`src/hdl/gasp_pkg.sv`:
```
// ----------------------------------------------------------------------------
// gasp_pkg
// Shared types, step tables and the octile heuristic of the grid path search.
// ----------------------------------------------------------------------------
package gasp_pkg;

  localparam int COORD_W = 3;
  localparam int COST_W  = 10;
  localparam int SUM_W   = 11;
  localparam int HEUR_W  = 7;
  localparam int EMIT_W  = 7;
  localparam logic [EMIT_W-1:0] MAX_EMIT = 7'd64;

  localparam logic [1:0] ST_UNSEEN = 2'd0;
  localparam logic [1:0] ST_OPEN   = 2'd1;
  localparam logic [1:0] ST_CLOSED = 2'd2;

  localparam logic [1:0] REG_START_X = 2'd0;
  localparam logic [1:0] REG_START_Y = 2'd1;
  localparam logic [1:0] REG_GOAL_X  = 2'd2;
  localparam logic [1:0] REG_GOAL_Y  = 2'd3;

  localparam logic ACT_LOAD = 1'b0;

  typedef enum logic [1:0] {
    OP_SCAN  = 2'b01,
    OP_RELAX = 2'b10
  } alu_op_t;

  typedef struct packed {
    alu_op_t               op;
    logic [COST_W-1:0]     a;
    logic [HEUR_W-1:0]     b;
    logic [SUM_W-1:0]      ref_f;
    logic [HEUR_W-1:0]     ref_h;
    logic                  any;
    logic [COST_W-1:0]     cmp_cost;
  } alu_req_t;

  typedef struct packed {
    logic [SUM_W-1:0] sum;
    logic             better;
  } alu_rsp_t;

  // Column step of direction k (W, E, N, S, NW, SE, SW, NE), two's complement
  function automatic logic [3:0] step_dx(input logic [2:0] k);
    logic [3:0] d;
    case (k)
      3'd0, 3'd4, 3'd6: d = 4'hF;
      3'd1, 3'd5, 3'd7: d = 4'h1;
      default:          d = 4'h0;
    endcase
    return d;
  endfunction

  function automatic logic [3:0] step_dy(input logic [2:0] k);
    logic [3:0] d;
    case (k)
      3'd2, 3'd4, 3'd7: d = 4'hF;
      3'd3, 3'd5, 3'd6: d = 4'h1;
      default:          d = 4'h0;
    endcase
    return d;
  endfunction

  function automatic logic [HEUR_W-1:0] step_cost(input logic [2:0] k);
    return k[2] ? 7'd14 : 7'd10;
  endfunction

  // Octile distance between two cells
  function automatic logic [HEUR_W-1:0] heur(input logic [COORD_W-1:0] x,
                                             input logic [COORD_W-1:0] y,
                                             input logic [COORD_W-1:0] gx,
                                             input logic [COORD_W-1:0] gy);
    logic [COORD_W-1:0] dx, dy, lo, hi;
    dx = (x > gx) ? x - gx : gx - x;
    dy = (y > gy) ? y - gy : gy - y;
    lo = (dx < dy) ? dx : dy;
    hi = (dx < dy) ? dy : dx;
    return 7'd14 * {4'b0, lo} + 7'd10 * {4'b0, hi - lo};
  endfunction

endpackage

```
`src/hdl/gasp_ram.sv`:
```
// ----------------------------------------------------------------------------
// gasp_ram
// Single write port, single registered read port memory.
// ----------------------------------------------------------------------------
module gasp_ram #(
  parameter int W = 1,
  parameter int D = 64
) (
  input  logic                 clk,
  input  logic                 we,
  input  logic [$clog2(D)-1:0] waddr,
  input  logic [W-1:0]         wdata,
  input  logic [$clog2(D)-1:0] raddr,
  output logic [W-1:0]         rdata
);

  logic [W-1:0] mem [D];

  // write and read, read data registered
  always_ff @(posedge clk) begin
    if (we) begin
      mem[waddr] <= wdata;
    end
    rdata <= mem[raddr];
  end

endmodule

```
`src/hdl/gasp_alu.sv`:
```
// ----------------------------------------------------------------------------
// gasp_alu
// Shared adder and comparator: open-list f compare and neighbour relaxation.
// ----------------------------------------------------------------------------
module gasp_alu
  import gasp_pkg::*;
(
  input  alu_req_t req,
  output alu_rsp_t rsp
);

  logic [SUM_W-1:0] sum;

  assign sum = {1'b0, req.a} + SUM_W'(req.b);

  // scan: strictly better f, tie to lower h; relax: stored cost drops
  always_comb begin
    rsp.sum = sum;
    case (req.op)
      OP_SCAN:  rsp.better = !req.any || (sum < req.ref_f) ||
                             ((sum == req.ref_f) && (req.b < req.ref_h));
      OP_RELAX: rsp.better = req.cmp_cost > sum[COST_W-1:0];
      default:  rsp.better = 1'b0;
    endcase
  end

endmodule

```
`src/hdl/grid_astar_path_search.sv`:
```
// ----------------------------------------------------------------------------
// grid_astar_path_search
// A load transaction writes its cell's blocked bit if the cell is in the grid.
// A run clears the status of every cell, then S_INIT; per expansion, S_EXRD
// and S_EXCHK per in-grid neighbour and S_EXRD per off-grid one, a scan of
// S_SCRD, S_SCCELL, S_SCCMP per opened cell, then S_SEL; path cells after the
// first take S_PTRD and S_PTNX, plus any output stall. in_tready stays low
// from a run until its final result. Reset: blocked map cleared (valid bits),
// registers to start 0,0 goal 7,7.
module grid_astar_path_search
  import gasp_pkg::*;
#(
  parameter int GRID_W = 8,
  parameter int GRID_H = 8
) (
  input  logic       clk,
  input  logic       rst_n,
  input  logic       in_tvalid,
  output logic       in_tready,
  input  logic [7:0] in_tdata,   // cell_x[2:0], cell_y[5:3], blocked[6]
  input  logic [0:0] in_tuser,   // action[0]
  output logic       out_tvalid,
  input  logic       out_tready,
  output logic [7:0] out_tdata,  // path_x[2:0], path_y[5:3]
  output logic [0:0] out_tuser,  // found[0]
  output logic       out_tlast,
  input  logic       cfg_we,
  input  logic [1:0] cfg_idx,
  input  logic [2:0] cfg_wdata
);

  localparam int NCELL = GRID_W * GRID_H;
  localparam int IDX_W = $clog2(NCELL);
  localparam int CNT_W = $clog2(NCELL + 1);
  localparam logic [3:0] GW = 4'(GRID_W);
  localparam logic [3:0] GH = 4'(GRID_H);

  typedef enum logic [11:0] {
    S_IDLE   = 12'b000000000001,
    S_CLR    = 12'b000000000010,
    S_INIT   = 12'b000000000100,
    S_EXRD   = 12'b000000001000,
    S_EXCHK  = 12'b000000010000,
    S_SCRD   = 12'b000000100000,
    S_SCCELL = 12'b000001000000,
    S_SCCMP  = 12'b000010000000,
    S_SEL    = 12'b000100000000,
    S_PTRD   = 12'b001000000000,
    S_PTNX   = 12'b010000000000,
    S_OUT    = 12'b100000000000
  } state_t;

  function automatic logic [IDX_W-1:0] cidx(input logic [COORD_W-1:0] x,
                                            input logic [COORD_W-1:0] y);
    logic [6:0] t;
    t = 7'(y) * 7'(GRID_W) + 7'(x);
    return t[IDX_W-1:0];
  endfunction

  state_t state_r, state_nxt;

  logic [COORD_W-1:0] start_x_r, start_y_r, goal_x_r, goal_y_r;
  logic [NCELL-1:0]   blk_vld_r;
  logic               blk_vq_r;

  logic [IDX_W-1:0]   clr_r, clr_nxt;
  logic [COORD_W-1:0] cur_x_r, cur_x_nxt, cur_y_r, cur_y_nxt;
  logic [COST_W-1:0]  cur_cost_r, cur_cost_nxt;
  logic [2:0]         k_r, k_nxt;
  logic [COORD_W-1:0] nb_x_r, nb_x_nxt, nb_y_r, nb_y_nxt;
  logic [CNT_W-1:0]   open_cnt_r, open_cnt_nxt;
  logic [CNT_W-1:0]   scan_r, scan_nxt;
  logic [COORD_W-1:0] c_x_r, c_x_nxt, c_y_r, c_y_nxt;
  logic               any_r, any_nxt;
  logic [COORD_W-1:0] best_x_r, best_x_nxt, best_y_r, best_y_nxt;
  logic [SUM_W-1:0]   best_f_r, best_f_nxt;
  logic [HEUR_W-1:0]  best_h_r, best_h_nxt;
  logic [COST_W-1:0]  best_cost_r, best_cost_nxt;
  logic [EMIT_W-1:0]  emit_r, emit_nxt;

  logic               out_valid_r, out_valid_nxt;
  logic [COORD_W-1:0] out_x_r, out_x_nxt, out_y_r, out_y_nxt;
  logic               out_found_r, out_found_nxt, out_last_r, out_last_nxt;

  // memory ports
  logic               blk_we;
  logic [IDX_W-1:0]   blk_waddr, rd_addr;
  logic [0:0]         blk_q;
  logic               st_we;
  logic [IDX_W-1:0]   st_waddr;
  logic [1:0]         st_wdata, st_q;
  logic               cost_we;
  logic [IDX_W-1:0]   cost_waddr;
  logic [COST_W-1:0]  cost_wdata, cost_q;
  logic               par_we;
  logic [2:0]         par_q;
  logic               ord_we;
  logic [5:0]         ord_q;
  logic [IDX_W-1:0]   ord_raddr;

  alu_req_t alu_req;
  alu_rsp_t alu_rsp;

  // clamped endpoints
  logic [COORD_W-1:0] sx, sy, gx, gy;
  assign sx = ({1'b0, start_x_r} >= GW) ? 3'(GRID_W - 1) : start_x_r;
  assign sy = ({1'b0, start_y_r} >= GH) ? 3'(GRID_H - 1) : start_y_r;
  assign gx = ({1'b0, goal_x_r} >= GW) ? 3'(GRID_W - 1) : goal_x_r;
  assign gy = ({1'b0, goal_y_r} >= GH) ? 3'(GRID_H - 1) : goal_y_r;

  logic [3:0] nx4, ny4, px4, py4;
  logic       nb_in, pt_term, load_ok, blocked_nb;
  logic [HEUR_W-1:0] c_h;

  assign nx4 = {1'b0, cur_x_r} + step_dx(k_r);
  assign ny4 = {1'b0, cur_y_r} + step_dy(k_r);
  assign nb_in = !nx4[3] && !ny4[3] && (nx4 < GW) && (ny4 < GH);
  assign px4 = {1'b0, out_x_r} - step_dx(par_q);
  assign py4 = {1'b0, out_y_r} - step_dy(par_q);
  assign pt_term = px4[3] || py4[3] || (px4 >= GW) || (py4 >= GH) ||
                   ((px4[2:0] == sx) && (py4[2:0] == sy));
  assign load_ok = ({1'b0, in_tdata[2:0]} < GW) && ({1'b0, in_tdata[5:3]} < GH);
  assign blocked_nb = blk_vq_r && blk_q[0];
  assign c_h = heur(c_x_r, c_y_r, gx, gy);

  assign in_tready = (state_r == S_IDLE);

  gasp_ram #(.W(1), .D(NCELL)) u_blk (
    .clk(clk), .we(blk_we), .waddr(blk_waddr), .wdata(in_tdata[6:6]),
    .raddr(rd_addr), .rdata(blk_q)
  );
  gasp_ram #(.W(2), .D(NCELL)) u_stat (
    .clk(clk), .we(st_we), .waddr(st_waddr), .wdata(st_wdata),
    .raddr(rd_addr), .rdata(st_q)
  );
  gasp_ram #(.W(COST_W), .D(NCELL)) u_cost (
    .clk(clk), .we(cost_we), .waddr(cost_waddr), .wdata(cost_wdata),
    .raddr(rd_addr), .rdata(cost_q)
  );
  gasp_ram #(.W(3), .D(NCELL)) u_par (
    .clk(clk), .we(par_we), .waddr(cidx(nb_x_r, nb_y_r)), .wdata(k_r),
    .raddr(cidx(out_x_r, out_y_r)), .rdata(par_q)
  );
  gasp_ram #(.W(6), .D(NCELL)) u_ord (
    .clk(clk), .we(ord_we), .waddr(open_cnt_r[IDX_W-1:0]), .wdata({nb_y_r, nb_x_r}),
    .raddr(ord_raddr), .rdata(ord_q)
  );

  gasp_alu u_alu (.req(alu_req), .rsp(alu_rsp));

  // sequencer
  always_comb begin
    state_nxt     = state_r;
    clr_nxt       = clr_r;
    cur_x_nxt     = cur_x_r;
    cur_y_nxt     = cur_y_r;
    cur_cost_nxt  = cur_cost_r;
    k_nxt         = k_r;
    nb_x_nxt      = nb_x_r;
    nb_y_nxt      = nb_y_r;
    open_cnt_nxt  = open_cnt_r;
    scan_nxt      = scan_r;
    c_x_nxt       = c_x_r;
    c_y_nxt       = c_y_r;
    any_nxt       = any_r;
    best_x_nxt    = best_x_r;
    best_y_nxt    = best_y_r;
    best_f_nxt    = best_f_r;
    best_h_nxt    = best_h_r;
    best_cost_nxt = best_cost_r;
    emit_nxt      = emit_r;
    out_valid_nxt = out_valid_r;
    out_x_nxt     = out_x_r;
    out_y_nxt     = out_y_r;
    out_found_nxt = out_found_r;
    out_last_nxt  = out_last_r;

    blk_we     = 1'b0;
    blk_waddr  = cidx(in_tdata[2:0], in_tdata[5:3]);
    rd_addr    = cidx(nx4[2:0], ny4[2:0]);
    st_we      = 1'b0;
    st_waddr   = cidx(nb_x_r, nb_y_r);
    st_wdata   = ST_OPEN;
    cost_we    = 1'b0;
    cost_waddr = cidx(nb_x_r, nb_y_r);
    cost_wdata = alu_rsp.sum[COST_W-1:0];
    par_we     = 1'b0;
    ord_we     = 1'b0;
    ord_raddr  = scan_r[IDX_W-1:0];

    alu_req.op       = OP_RELAX;
    alu_req.a        = cur_cost_r;
    alu_req.b        = step_cost(k_r);
    alu_req.ref_f    = best_f_r;
    alu_req.ref_h    = best_h_r;
    alu_req.any      = any_r;
    alu_req.cmp_cost = cost_q;

    case (state_r)
      S_IDLE: begin
        if (in_tvalid) begin
          if (in_tuser[0] == ACT_LOAD) begin
            blk_we = load_ok;
          end else begin
            clr_nxt   = '0;
            state_nxt = S_CLR;
          end
        end
      end
      // clear the status of every cell
      S_CLR: begin
        st_we    = 1'b1;
        st_waddr = clr_r;
        st_wdata = ST_UNSEEN;
        clr_nxt  = clr_r + 1'b1;
        if (clr_r == IDX_W'(NCELL - 1)) begin
          state_nxt = S_INIT;
        end
      end
      // close the start cell with cost zero
      S_INIT: begin
        st_we        = 1'b1;
        st_waddr     = cidx(sx, sy);
        st_wdata     = ST_CLOSED;
        cost_we      = 1'b1;
        cost_waddr   = cidx(sx, sy);
        cost_wdata   = '0;
        open_cnt_nxt = '0;
        if ((sx == gx) && (sy == gy)) begin
          out_valid_nxt = 1'b1;
          out_x_nxt     = sx;
          out_y_nxt     = sy;
          out_found_nxt = 1'b1;
          out_last_nxt  = 1'b1;
          state_nxt     = S_OUT;
        end else begin
          cur_x_nxt    = sx;
          cur_y_nxt    = sy;
          cur_cost_nxt = '0;
          k_nxt        = '0;
          state_nxt    = S_EXRD;
        end
      end
      // fetch one neighbour, skip off-grid ones
      S_EXRD: begin
        nb_x_nxt = nx4[2:0];
        nb_y_nxt = ny4[2:0];
        if (nb_in) begin
          state_nxt = S_EXCHK;
        end else if (k_r == 3'd7) begin
          scan_nxt  = '0;
          any_nxt   = 1'b0;
          state_nxt = S_SCRD;
        end else begin
          k_nxt = k_r + 1'b1;
        end
      end
      // open or relax the neighbour
      S_EXCHK: begin
        if (!blocked_nb) begin
          if (st_q == ST_UNSEEN) begin
            cost_we      = 1'b1;
            par_we       = 1'b1;
            st_we        = 1'b1;
            ord_we       = 1'b1;
            open_cnt_nxt = open_cnt_r + 1'b1;
          end else if (alu_rsp.better) begin
            cost_we = 1'b1;
            par_we  = 1'b1;
          end
        end
        if (k_r == 3'd7) begin
          scan_nxt  = '0;
          any_nxt   = 1'b0;
          state_nxt = S_SCRD;
        end else begin
          k_nxt     = k_r + 1'b1;
          state_nxt = S_EXRD;
        end
      end
      S_SCRD: begin
        if (scan_r >= open_cnt_r) begin
          state_nxt = S_SEL;
        end else begin
          state_nxt = S_SCCELL;
        end
      end
      S_SCCELL: begin
        c_x_nxt   = ord_q[2:0];
        c_y_nxt   = ord_q[5:3];
        rd_addr   = cidx(ord_q[2:0], ord_q[5:3]);
        state_nxt = S_SCCMP;
      end
      // keep the best open cell
      S_SCCMP: begin
        alu_req.op = OP_SCAN;
        alu_req.a  = cost_q;
        alu_req.b  = c_h;
        if ((st_q == ST_OPEN) && alu_rsp.better) begin
          any_nxt       = 1'b1;
          best_x_nxt    = c_x_r;
          best_y_nxt    = c_y_r;
          best_f_nxt    = alu_rsp.sum;
          best_h_nxt    = c_h;
          best_cost_nxt = cost_q;
        end
        scan_nxt  = scan_r + 1'b1;
        state_nxt = S_SCRD;
      end
      S_SEL: begin
        st_waddr = cidx(best_x_r, best_y_r);
        st_wdata = ST_CLOSED;
        out_x_nxt = sx;
        out_y_nxt = sy;
        if (!any_r) begin
          out_valid_nxt = 1'b1;
          out_found_nxt = 1'b0;
          out_last_nxt  = 1'b1;
          state_nxt     = S_OUT;
        end else begin
          st_we = 1'b1;
          if ((best_x_r == gx) && (best_y_r == gy)) begin
            out_valid_nxt = 1'b1;
            out_found_nxt = 1'b1;
            out_last_nxt  = 1'b0;
            emit_nxt      = 7'd2;
            state_nxt     = S_OUT;
          end else begin
            cur_x_nxt    = best_x_r;
            cur_y_nxt    = best_y_r;
            cur_cost_nxt = best_cost_r;
            k_nxt        = '0;
            state_nxt    = S_EXRD;
          end
        end
      end
      // pending path cell sits in the output fields with valid low
      S_PTRD: begin
        if (emit_r == MAX_EMIT) begin
          out_valid_nxt = 1'b1;
          out_last_nxt  = 1'b1;
          state_nxt     = S_OUT;
        end else begin
          state_nxt = S_PTNX;
        end
      end
      S_PTNX: begin
        out_valid_nxt = 1'b1;
        out_last_nxt  = pt_term;
        state_nxt     = S_OUT;
      end
      // hold the transaction until taken, then advance
      S_OUT: begin
        if (out_tready) begin
          out_valid_nxt = 1'b0;
          if (out_last_r) begin
            state_nxt = S_IDLE;
          end else begin
            state_nxt = S_PTRD;
          end
        end
      end
      default: state_nxt = S_IDLE;
    endcase
  end

  // path bookkeeping: after start goes out load goal, after a step load parent
  logic [COORD_W-1:0] pend_x, pend_y;
  logic               pend_load;
  logic               first_r;

  assign pend_load = (state_r == S_OUT) && out_tready && !out_last_r;
  assign pend_x = first_r ? gx : px4[2:0];
  assign pend_y = first_r ? gy : py4[2:0];

  always_ff @(posedge clk) begin
    if (!rst_n) begin
      state_r     <= S_IDLE;
      out_valid_r <= 1'b0;
      open_cnt_r  <= '0;
      blk_vld_r   <= '0;
      start_x_r   <= 3'd0;
      start_y_r   <= 3'd0;
      goal_x_r    <= 3'd7;
      goal_y_r    <= 3'd7;
      first_r     <= 1'b0;
    end else begin
      state_r     <= state_nxt;
      out_valid_r <= out_valid_nxt;
      open_cnt_r  <= open_cnt_nxt;
      if (blk_we) begin
        blk_vld_r[blk_waddr] <= 1'b1;
      end
      if (cfg_we) begin
        case (cfg_idx)
          REG_START_X: start_x_r <= cfg_wdata;
          REG_START_Y: start_y_r <= cfg_wdata;
          REG_GOAL_X:  goal_x_r  <= cfg_wdata;
          REG_GOAL_Y:  goal_y_r  <= cfg_wdata;
          default: ;
        endcase
      end
      if (state_r == S_SEL) begin
        first_r <= 1'b1;
      end else if (pend_load) begin
        first_r <= 1'b0;
      end
    end
  end

  // payload registers
  always_ff @(posedge clk) begin
    clr_r       <= clr_nxt;
    cur_x_r     <= cur_x_nxt;
    cur_y_r     <= cur_y_nxt;
    cur_cost_r  <= cur_cost_nxt;
    k_r         <= k_nxt;
    nb_x_r      <= nb_x_nxt;
    nb_y_r      <= nb_y_nxt;
    scan_r      <= scan_nxt;
    c_x_r       <= c_x_nxt;
    c_y_r       <= c_y_nxt;
    any_r       <= any_nxt;
    best_x_r    <= best_x_nxt;
    best_y_r    <= best_y_nxt;
    best_f_r    <= best_f_nxt;
    best_h_r    <= best_h_nxt;
    best_cost_r <= best_cost_nxt;
    out_found_r <= out_found_nxt;
    out_last_r  <= out_last_nxt;
    blk_vq_r    <= blk_vld_r[rd_addr];
    if (pend_load) begin
      out_x_r <= pend_x;
      out_y_r <= pend_y;
      emit_r  <= first_r ? emit_r : emit_r + 1'b1;
    end else begin
      out_x_r <= out_x_nxt;
      out_y_r <= out_y_nxt;
      emit_r  <= emit_nxt;
    end
  end

  assign out_tvalid = out_valid_r;
  assign out_tdata  = {2'b00, out_y_r, out_x_r};
  assign out_tuser  = out_found_r;
  assign out_tlast  = out_last_r;

  // a result is only shown while the sequencer waits for it
  a_out_state: assert property (@(posedge clk) disable iff (!rst_n)
    out_tvalid |-> (state_r == S_OUT))
    else $error("result valid outside output wait");

  // the final transaction of a run frees the input side
  a_last_idle: assert property (@(posedge clk) disable iff (!rst_n)
    (out_tvalid && out_tready && out_tlast) |=> in_tready)
    else $error("input not ready after final result");

  // no more cells opened than the grid holds
  a_open_bound: assert property (@(posedge clk) disable iff (!rst_n)
    open_cnt_r <= CNT_W'(NCELL))
    else $error("open count beyond grid size");

endmodule
```
`config.mk`:
```
export PLATFORM = sky130hd
export DESIGN_NAME = grid_astar_path_search
export DESIGN_NICKNAME = d
export VERILOG_FILES = /design/src/hdl/gasp_pkg.sv /design/src/hdl/gasp_ram.sv /design/src/hdl/gasp_alu.sv /design/src/hdl/grid_astar_path_search.sv
export SDC_FILE = /design/constraint.sdc
export NUM_CORES = 2
export LEC_CHECK = 0
export ABC_AREA = 1
export BUFFER_PORTS_ARGS = -buffer_cell sky130_fd_sc_hd__clkbuf_2
export CORE_ASPECT_RATIO = 0.5
export CORE_MARGIN = 2
export CORE_UTILIZATION = 45
export CTS_BUF_LIST = sky130_fd_sc_hd__clkbuf_8 sky130_fd_sc_hd__clkbuf_16
export DETAILED_ROUTE_END_ITERATION = 16
export GPL_ROUTABILITY_DRIVEN = 0
export HOLD_SLACK_MARGIN = 0.03
export PLACE_DENSITY = 0.69
export SLEW_MARGIN = 20
export SYNTH_ARGS = -nofsm -noshare
export SYNTH_HDL_FRONTEND = slang
export SYNTH_SLANG_ARGS = --single-unit
export TNS_END_PERCENT = 50
```
`constraint.sdc`:
```
create_clock -name clk -period 14.4 [get_ports clk]
set_clock_uncertainty 0.05 [all_clocks]
set_input_delay 1.44 -clock clk [delete_from_list [all_inputs] [get_ports clk]]
set_output_delay 1.44 -clock clk [all_outputs]
set_load 0.03 [all_outputs]
```
==> run_results.csv <==
group,metric,value,unit
synth,synth_cell_types,61,
detailed_routing,wl_met3,16820,microns
detailed_routing,routed_via_density,5.958,
place,dp_hpwl,101600,microns
global_route,grt_max_degree,258,
floorplanning,die_x,552.7,microns
detailed_routing,drc_errors,0,
floorplanning,start_util,45.43,%
setup_path,path_max_fanout,10,
global_route,grt_pass1_vias,43980,
synth,syn-cell-area,67750,sq um
setup_path,worst_ep_required_time,14750,ps
clock_tree,htree_levels,4,
floorplanning,die_h,278.4,microns
clock_tree,cts.path.max_buffers,3,
detailed_routing,post_drt_wl_per_cell,22.46,microns
clock_tree,clockRootBuffer,"clkbuf_16",
clock_tree,path_clk_slew,70,ps
floorplanning,die-area,153900,sq um
synth,yosysWarnings,0,
synth,synth_enable_flop_cells,1501,
worst_hold_path,worstHoldPathCells,0,
place,dpl_cell_area,69610,sq um
synth,synthTopCellsByArea,"edfxtp_1 67%, nor2_1 7.4%, o21ai_0 6.0%",
clock_tree,cts_tree,"done",
clock_tree,cts-buffers-inserted,146,
floorplanning,rows,100,
synth,yosysSeqAreaShare,70.07,%
timing,fin_crit,9664,ps
finish,drive_gt1_share,6.354,%
synth,yosysMostFrequentCell,"edfxtp_1",
timing,setup-tns-final,0,ps
synth,ys_async_sr_fraction,0,%
setup_path,crit_arrival,10020,ps
timing,worst_pin_slew,1101,ps
global_route,grt.overflow.total,0,
floorplanning,core_area,149100,sq um
power,power_density,141.4,nW/um^2
run_status,status,"completed",
synth,syn_inst,5684,
synth,synth_common_cells,"1501 x edfxtp_1, 1343 x nor2_1, 810 x o21ai_0",
finish,fin_area,74360,sq um
synth,synth_top_area_cell,"edfxtp_1",
power,leakage,24.39,nW
setup_path,critPathKind,"flip-flop to flip-flop",
clock_tree,ctsResizeCount,0,
setup_path,crit_path_end_kind,"flip-flop",
worst_hold_path,hp-class,"flip-flop to flip-flop",
timing,rsz0062_at_grt,"no",
timing,slew_violations,0,
synth,synthFlopType,"edfxtp_1",
detailed_routing,dr_wl_met2,79840,microns
clock_tree,worstSkewPairLatency,800,ps
setup_path,start_kind,"flip-flop",
detailed_routing,first_pass_iters,7,
finish,synthToLayoutAreaGrowth,9.758,%
detailed_routing,highest-signal-layer,"met4",
detailed_routing,wirelength,173000,microns
global_route,antenna_found_initial,0,
setup_path,worst_path_max_delay_cell,"nor2_1",
timing,hold_viol,0,
synth,avgSynthCellArea,11.92,sq um
detailed_routing,met1Wirelength,70540,microns
finish,layout.nets,5708,
timing,max_freq,103.5,MHz
clock_tree,postCtsHoldBufs,0,
run,drv_cap,0,
synth,ys_ff_latch,1621,
setup_path,rr_worst_depth,41,
detailed_routing,drtIter0Drc,6257,
detailed_routing,ant_nets,0,
power,ir_drop,0.00008427,V
global_route,grt_pass1_wl,260800,microns
synth,netlist.area_leader.share,66.53,%
floorplanning,pin_count,31,
setup_path,max_stage_delay,790,ps
global_route,track_usage,21.91,%
clock_tree,cts_setup_buffers,0,
clock_tree,cts_sinks,1621,
timing,slew_headroom,26.01,%
timing,setup_viol,0,
place,portBuffers,27,
timing,fin_crit_sh,67.11,%
setup_path,crit_top_cell,"inv_1",
detailed_routing,route.vias.total,45890,
cell families (layout without fill, tap and decap cells):
family          after synthesis  count (layout)  share of synthesized area (%)
other cells                   1               3                       0.005535
simple gates               1916            1916                          11.54
buf+inv                     574             602                          3.359
xor+xnor                     33              33                         0.4266
flops                      1621            1621                          70.07
fa+ha+maj                    97              97                          1.935
mux                           3               3                        0.04801
compound gates             1439            1439                          12.61
through the flow:
step / power (W) / cells / utilization [%] / worst slack (ps) / hold WS (ps)
after floorplan: 0.006262 / 5685 / - / 5875 / 358.2
after detailed placement: 0.006710 / 7432 / 46.68 / 4837 / 372.6
after global placement: 0.006672 / 7432 / 46.68 / 5021 / 375.7
final: 0.01051 / 7703 / 49.86 / 4736 / 384.9
after global routing: 0.01086 / 7702 / 49.86 / 4010 / 423.3
after CTS: 0.01052 / 7701 / 49.84 / 4767 / 382.4
sequential cells by signal, summed over array words and instances (netlist names), 6 cells and up:
name,count
blk_vld_r,64
u_blk.mem,64
u_par.mem,192
u_ord.mem,384
u_stat.mem,128
clr_r,6
u_ord.rdata,6
u_cost.rdata,10
best_f_r,11
u_cost.mem,640
cur_cost_r,10
state_r,12
scan_r,7
emit_r,7
best_cost_r,10
best_h_r,6
open_cnt_r,7
cells in the final DEF, fill, tap and decap left out, types with 26 or more instances in the layout:
| master | netlist | routed |
|---|---|---|
| edfxtp_1 | 1501 | 1501 |
| nor2_1 | 1343 | 1329 |
| o21ai_0 | 810 | 810 |
| inv_1 | 235 | 272 |
| nand2_1 | 259 | 258 |
| o22ai_1 | 221 | 221 |
| nand3_1 | 182 | 182 |
| o221ai_1 | 156 | 156 |
| clkbuf_16 | 0 | 151 |
| o211ai_1 | 132 | 132 |
| dfxtp_1 | 120 | 120 |
| ha_1 | 84 | 84 |
| a21oi_1 | 69 | 68 |
| buf_4 | 6 | 56 |
| nor3_1 | 40 | 40 |
| clkinv_1 | 6 | 31 |
| nand4_1 | 29 | 29 |
| clkbuf_2 | 2 | 26 |
report_power, final:
group	switching [W]	total (W)	internal (W)
clock network	0.00174	0.00387	0.00213
logic	0.00102	0.00139	0.000367
registers	0.0000375	0.00526	0.00522
layer usage:
metal | vias to the layer above | GRT usage, %
li1 | 20620 | -
met1 | 22470 | 30.28
met2 | 2422 | 34.74
met3 | 382 | 3.941
met4 | 0 | 8.090
met5 | - | 0
worst max-delay path: cells and delay by family (launching register included):
kind,cells,cell delay (ps)
multiplexers,1,390
flip-flops,1,380
adder cells (fa/ha/maj),8,2970
AO/OA/AOI/OAI,3,900
buffers and inverters,7,730
AND/OR/NAND/NOR,20,3190
XOR/XNOR,2,650
final cells by class:
class	instances	area (sq um)
clock inverter	106	768.2
timing repair buffer	85	609.3
tap	1989	2489
antenna	1	2.502
multi-input combinational	3490	18120
sequential	1621	47480
clock buffer	163	3944
fill	12600	74780
inverter	248	953.4
final timing paths:
check	slack, ps	from	endpoint
setup / recovery	4740	goal_y_r[1]	u_cost.mem[33][1]
hold / removal	380	u_cost.rdata[0]	best_cost_r[0]
setup reg to reg	4740	goal_y_r[1]	u_cost.mem[33][1]
hold reg to reg	380	u_cost.rdata[0]	best_cost_r[0]
No activity file was read; power rests on OpenSTA's default activity.
